$ cat config.mk
export PLATFORM = sky130hd
export DESIGN_NAME = bumsort_ctrl
export DESIGN_NICKNAME = d
export VERILOG_FILES = /design/src/rtl/core/bumsort_pkg.sv /design/src/rtl/core/bumsort_ctrl.sv
export SDC_FILE = /design/constraint.sdc
export NUM_CORES = 1
export LEC_CHECK = 0
export BUFFER_PORTS_ARGS = -buffer_cell sky130_fd_sc_hd__buf_2
export CORE_AREA = 2 2 39 41
export DETAILED_ROUTE_END_ITERATION = 10
export DIE_AREA = 0 0 41 43
export PLACE_DENSITY = 0.42
export SKIP_LAST_GASP = 1
export SLEW_MARGIN = 20
export SYNTH_ARGS = -nofsm -noshare
export SYNTH_HDL_FRONTEND = slang
export SYNTH_SLANG_ARGS = --single-unit
$ cat constraint.sdc
create_clock -name clk -period 1.5 [get_ports clk]
set_clock_uncertainty 0.2 [all_clocks]
set_input_delay 0.075 -clock clk [delete_from_list [all_inputs] [get_ports clk]]
set_output_delay 0.075 -clock clk [all_outputs]
set_load 0.02 [all_outputs]
$ cat src/rtl/core/bumsort_pkg.sv
`timescale 1ns / 1ps
`default_nettype none

package bumsort_pkg;

	localparam int MAX_KEYS  = 64;
	localparam int KEY_WIDTH = 32;

	// store index, batch count, and sums of start plus run widths
	localparam int IDX_W = $clog2(MAX_KEYS);
	localparam int CNT_W = $clog2(MAX_KEYS + 1);
	localparam int SUM_W = $clog2(3 * MAX_KEYS);

	localparam int CFG_IDX_W  = 1;
	localparam int CFG_DATA_W = 1;

	localparam logic [CFG_IDX_W-1:0] CFG_DESCENDING  = 1'd0;
	localparam logic [CFG_IDX_W-1:0] CFG_SIGNED_KEYS = 1'd1;

	typedef struct packed {
		logic [31:0] key_value;
		logic        key_last;
	} key_item_t;

	typedef struct packed {
		logic [31:0] sorted_value;
		logic        sorted_last;
	} sorted_item_t;

	typedef enum logic [2:0] {
		ST_LOAD,
		ST_PASS,
		ST_PRIME,
		ST_MERGE,
		ST_OUT_PRIME,
		ST_OUT
	} state_t;

	typedef struct packed {
		logic load;
		logic sort_init;
		logic seg_prime;
		logic merge_step;
		logic pass_next;
		logic out_init;
		logic out_push;
	} dp_cmd_t;

	typedef struct packed {
		logic load_end;
		logic sort_done;
		logic seg_last;
		logic pass_last;
		logic out_last;
	} dp_stat_t;

	function automatic logic [KEY_WIDTH-1:0] to_key(input logic [31:0] v);
		logic [63:0] t;
		t = {32'b0, v};
		return t[KEY_WIDTH-1:0];
	endfunction

	function automatic logic [31:0] from_key(input logic [KEY_WIDTH-1:0] k);
		logic [63:0] t;
		t = 64'(k);
		return t[31:0];
	endfunction

	// true when a may precede b; ties favor a
	function automatic logic goes_first(
		input logic [KEY_WIDTH-1:0] a,
		input logic [KEY_WIDTH-1:0] b,
		input logic                 desc,
		input logic                 sgn
	);
		logic [KEY_WIDTH-1:0] s;
		logic [KEY_WIDTH-1:0] x;
		logic [KEY_WIDTH-1:0] y;
		s = KEY_WIDTH'(1) << (KEY_WIDTH - 1);
		x = a ^ (sgn ? s : '0);
		y = b ^ (sgn ? s : '0);
		return desc ? (x >= y) : (x <= y);
	endfunction

endpackage

`default_nettype wire

$ cat src/rtl/core/bumsort_ctrl.sv
`timescale 1ns / 1ps
`default_nettype none

module bumsort_ctrl (
	input  wire logic                 clk,
	input  wire logic                 arst_n,
	input  wire logic                 key_valid,
	output logic                      key_stall,
	input  wire logic                 out_room,
	input  wire bumsort_pkg::dp_stat_t stat,
	output bumsort_pkg::dp_cmd_t      cmd
);

	bumsort_pkg::state_t state_q;
	bumsort_pkg::state_t state_d;

	always_ff @(posedge clk or negedge arst_n) begin
		if (!arst_n) begin
			state_q <= bumsort_pkg::ST_LOAD;
		end else begin
			state_q <= state_d;
		end
	end

	always_comb begin
		state_d   = state_q;
		cmd       = '0;
		key_stall = 1'b1;
		unique case (state_q)
			bumsort_pkg::ST_LOAD: begin
				key_stall = 1'b0;
				if (key_valid) begin
					cmd.load = 1'b1;
					if (stat.load_end) begin
						cmd.sort_init = 1'b1;
						state_d       = bumsort_pkg::ST_PASS;
					end
				end
			end
			bumsort_pkg::ST_PASS: begin
				if (stat.sort_done) begin
					state_d = bumsort_pkg::ST_OUT_PRIME;
				end else begin
					state_d = bumsort_pkg::ST_PRIME;
				end
			end
			bumsort_pkg::ST_PRIME: begin
				cmd.seg_prime = 1'b1;
				state_d       = bumsort_pkg::ST_MERGE;
			end
			bumsort_pkg::ST_MERGE: begin
				cmd.merge_step = 1'b1;
				if (stat.seg_last) begin
					if (stat.pass_last) begin
						cmd.pass_next = 1'b1;
						state_d       = bumsort_pkg::ST_PASS;
					end else begin
						state_d = bumsort_pkg::ST_PRIME;
					end
				end
			end
			bumsort_pkg::ST_OUT_PRIME: begin
				cmd.out_init = 1'b1;
				state_d      = bumsort_pkg::ST_OUT;
			end
			bumsort_pkg::ST_OUT: begin
				if (out_room) begin
					cmd.out_push = 1'b1;
					if (stat.out_last) begin
						state_d = bumsort_pkg::ST_LOAD;
					end
				end
			end
			default: begin
				state_d = bumsort_pkg::ST_LOAD;
			end
		endcase
	end

endmodule

`default_nettype wire

* After elaboration in Yosys (flattened, before gate mapping) *
Index checks and enable logic that the tools add are counted.

word-level totals
  register bits after elaboration = 3
  bits of input ports = 9
  output and inout bits = 8
  logic and storage cells = 32

operators by class
  equal/unequal tests = 10
  muxes and demuxes = 19
  reductions and logical operators = 2

operator list
  cell                                                                    number
  3-bit 2-to-1 mux                                                        6
  3-bit one-hot mux with 6 select lines                                   1
  2-bit != test (second input constant)                                   5
  1-bit 2-to-1 mux                                                        8
  2-bit 2-to-1 mux                                                        4
  3-bit by 2-bit equality test with 1-bit output (second input constant)  2
  3-bit equality test (second input constant)                             2
  5-bit AND reduction                                                     1
  3-bit by 1-bit equality test with 1-bit output (second input constant)  1
  3-bit zero test                                                         1

* Depth between registers and ports, before layout *
  depth in word-level cells = 3
  depth in mapped cells = 4

* Worst setup path after synthesis *
Ideal clock, no wire load.

  path type = register to output
  from = register state_q[0]
  to = output cmd[5] (netlist name)
  data arrival time = 1.149 ns
  data required time = 1.225 ns
  path slack = 0.076 ns
  stages on the path, launching flop included = 4
  buffers on the path = 1
  cell sequence = dfrtp_1 -> buf_6 -> or3_4 -> nor2_2

RTL lines
  item                    line                text
  start, declared         bumsort_ctrl.sv:14  bumsort_pkg::state_t state_q;
  start signal, assigned  bumsort_ctrl.sv:19  state_q <= bumsort_pkg::ST_LOAD;
  start signal, assigned  bumsort_ctrl.sv:21  state_q <= state_d;
  end, declared           bumsort_ctrl.sv:11  output bumsort_pkg::dp_cmd_t cmd

==> summary.txt <==
Floorplanning
  • Horiz. Die Dim: 41 microns
  • Floorplan die area: 1760 sq um
  • Initial standard-cell utilization of the core: 17.8%
  • Core footprint: 1380 sq um
  • Count of pins on the block boundary: 17
  • Die Height: 43 microns
  • Number of core rows: 14

STA
  • Worst path setup slack after routing: -34.6 ps
  • Count of final max-slew check failures: 0
  • Worst slack on hold paths: 56.9 ps
  • Tmin final: 1530 ps
  • RSZ-0062 raised after global routing: yes
  • Final Hold Vio Count: 0
  • Slew margin rel.: 89.5%
  • Final Setup Violations: 2
  • Final critical-path share of the clock period: 102%
  • Slew at the pin with the worst max-slew slack: 157 ps
  • Fmax: 652 MHz

Clocking
  • Root cell of the clock tree: clkbuf_4
  • TritonCTS sink count: 3
  • CTS clock-pin slew for the worst setup and hold paths: 30 ps
  • CTS HTree Levels: 1
  • TritonCTS Buffers: 3
  • Clock latency on the worst-skew pair: 240 ps
  • Number of buffers between clock root and the deepest sink: 2
  • Clock tree from TritonCTS: done

Critical path
  • Number of buffers and inverters on the critical path: 1
  • Master of the slowest instance on the critical path: or3_4
  • Dominant delay contributor by cell family on the critical path: simple AND/OR/NAND/NOR gates
  • Crit path kind: reg -> out
  • Crit-path max cell delay: 430 ps
  • Data required time of the worst path: 1220 ps
  • Ordered list of cells on the worst path: or3_4 -> nor2_4 -> buf_6
  • Worst-path fanout max: 3
  • R2R Setup Slk: 270 ps
  • Worst endpoint data arrival time: 1260 ps
  • Type of element capturing the critical path: primary output
  • Startpoint type of the worst setup path: register

Yosys
  • Number of synthesized register bits: 3
  • Commonest cells post-synth: nand2_1 (4), nor2_1 (4), a21oi_1 (3), dfrtp_1 (3)
  • Number of enable flip-flop cells after synthesis: 0
  • Post-Syn Area: 246 sq um
  • Synth top area share: 30.5%
  • Cell count after synthesis: 31
  • Ys flop type: dfrtp_1
  • Register area share after synthesis: 30.5%
  • Most area-hungry cell type in the Yosys netlist: dfrtp_1
  • Synth async-reset ratio: 100%
  • Yosys cell types: 17
  • Average footprint of a synthesized cell: 7.95 sq um
  • Number of nets produced by synthesis: 40
  • Top area cells in the synthesized netlist: dfrtp_1 (30%), buf_6 (9.1%), a21oi_1 (6.1%), nand2_1 (6.1%), nor2_1 (6.1%)
  • Number of warnings issued by yosys: 0

Place
  • PortBufs: 16
  • Total instance count after detailed placement: 63
  • GPL Wtd Cong: 0.698
  • Placed inst area: 339 sq um
  • Half-perimeter wire length after placement: 497 microns
  • Pre-CTS setup slack: 155 ps

Status
  • Result of the run: complete, but fails checks
  • Failing checks: setup timing

Routing
  • Total length of routed wires: 690 microns
  • Post-route DRC: 0
  • Detailed Routing Iterations Pass 1: 2
  • Antenna violation net count after detailed routing: 0
  • DRT iter0 DRCs: 7
  • Average routed wire per standard cell: 9.32 microns
  • Vias post-DR: 309
  • Vias per Instance: 4.18

Final layout
  • Total inserted antenna cells: 0
  • Max FFs per register: 3
  • Layout overhead on the synthesized area: 87.3%
  • Final Instance Count excl. Fillers: 74
  • Share of cells above drive strength 1: 50.0%
  • Final instance area: 462 sq um
  • Largest registers in the final layout: state_q x3
  • Most flops, register: state_q
  • Total Nets Final: 68

Global route
  • Initial antenna violation count: 0
  • Wire length of the first global-routing pass: 1.07 mm
  • Maximum number of pins on one net before global-route repair: 9
  • Remaining Overflow, GRT: 0
  • All-layer global routing usage: 9.84%
  • Number of global-route vias before repair: 284

Power
  • Total power of the final layout: 0.816 mW
  • Standby leakage power: 0.228 nW
  • Largest vdd supply drop: 0.495 mV
  • Power density cells: 1770 nW/um^2

Hold path
  • Class of the tightest hold or removal check: in -> reg

Flow run
  • Max-cap violation count: 0
-- layout make-up --
class / instances / area, sq um
Fill cell: 154 / 922
Multi-Input combinational cell: 24 / 159
Tap cell: 16 / 20.0
Sequential cell: 3 / 76.3
Inverter: 2 / 7.51
Clock buffer: 4 / 26.3
Timing Repair Buffer: 25 / 173
-- worst paths after layout --
path | startpoint | end | depth (start not counted)
worst max-delay path | state_q[1] | cmd[6] | 3
worst min-delay path | stat[1] | state_q[1] | 4
worst max register to register | state_q[1] | state_q[0] | 3
worst min register to register | state_q[2] | state_q[1] | 2
max in group asynchronous | arst_n | state_q[2] | 3
min in group asynchronous | arst_n | state_q[2] | 3
-- where the power goes --
group | leakage [nW] | internal [mW] | switching (mW)
sequential | 0.0364 | 0.120 | 0.0296
clock | 0.0150 | 0.0999 | 0.0460
combinational | 0.177 | 0.243 | 0.277
total | 0.228 | 0.464 | 0.353
-- cells by family after synthesis --
group           share of synthesized area [%]
compound gates                           14.2
buf+inv                                  12.2
flops                                    30.5
simple gates                             43.1
-- repair_timing --
item,CTS,global route
setup buffers,2,0
setup endpoints to repair,3,5
hold buffers,5,0
pin swaps,0,2
hold endpoints to repair,5,0
resized for setup,5,3
-- worst register-to-register path, delay by kind of cell, from the launching register on --
kind,cells,cell delay [ps]
buffers and inverters,1,180
AOI/OAI and AO/OA,2,390
DFF,1,380
-- through the flow --
stage | TNS [ps] | utilization (%)
4_1_cts | -76.2 | 32.2
2_1_floorplan | 0 | -
5_1_grt | -156 | 33.4
3_5_place_dp | 0 | 24.5
3_3_place_gp | 0 | 24.5
6_report | -65.7 | 33.4
-- metal layers --
metal	up-vias	track usage (%)	part of all wire, %
met5	-	0	0
met1	132	8.68	38
met4	0	12.0	3.9
li1	161	-	-
met2	13	15.6	52
met3	3	1.57	6.1
-- layout by cell type (no fill, tap or decap), types with 3 or more instances in the layout --
cell            n
buf_2          14
dlygate4sd3_1   5
nor2_1          4
nand2_1         4
buf_4           4
a21oi_1         3
clkbuf_4        3
Note: power is estimated with default switching activity, not from simulation.
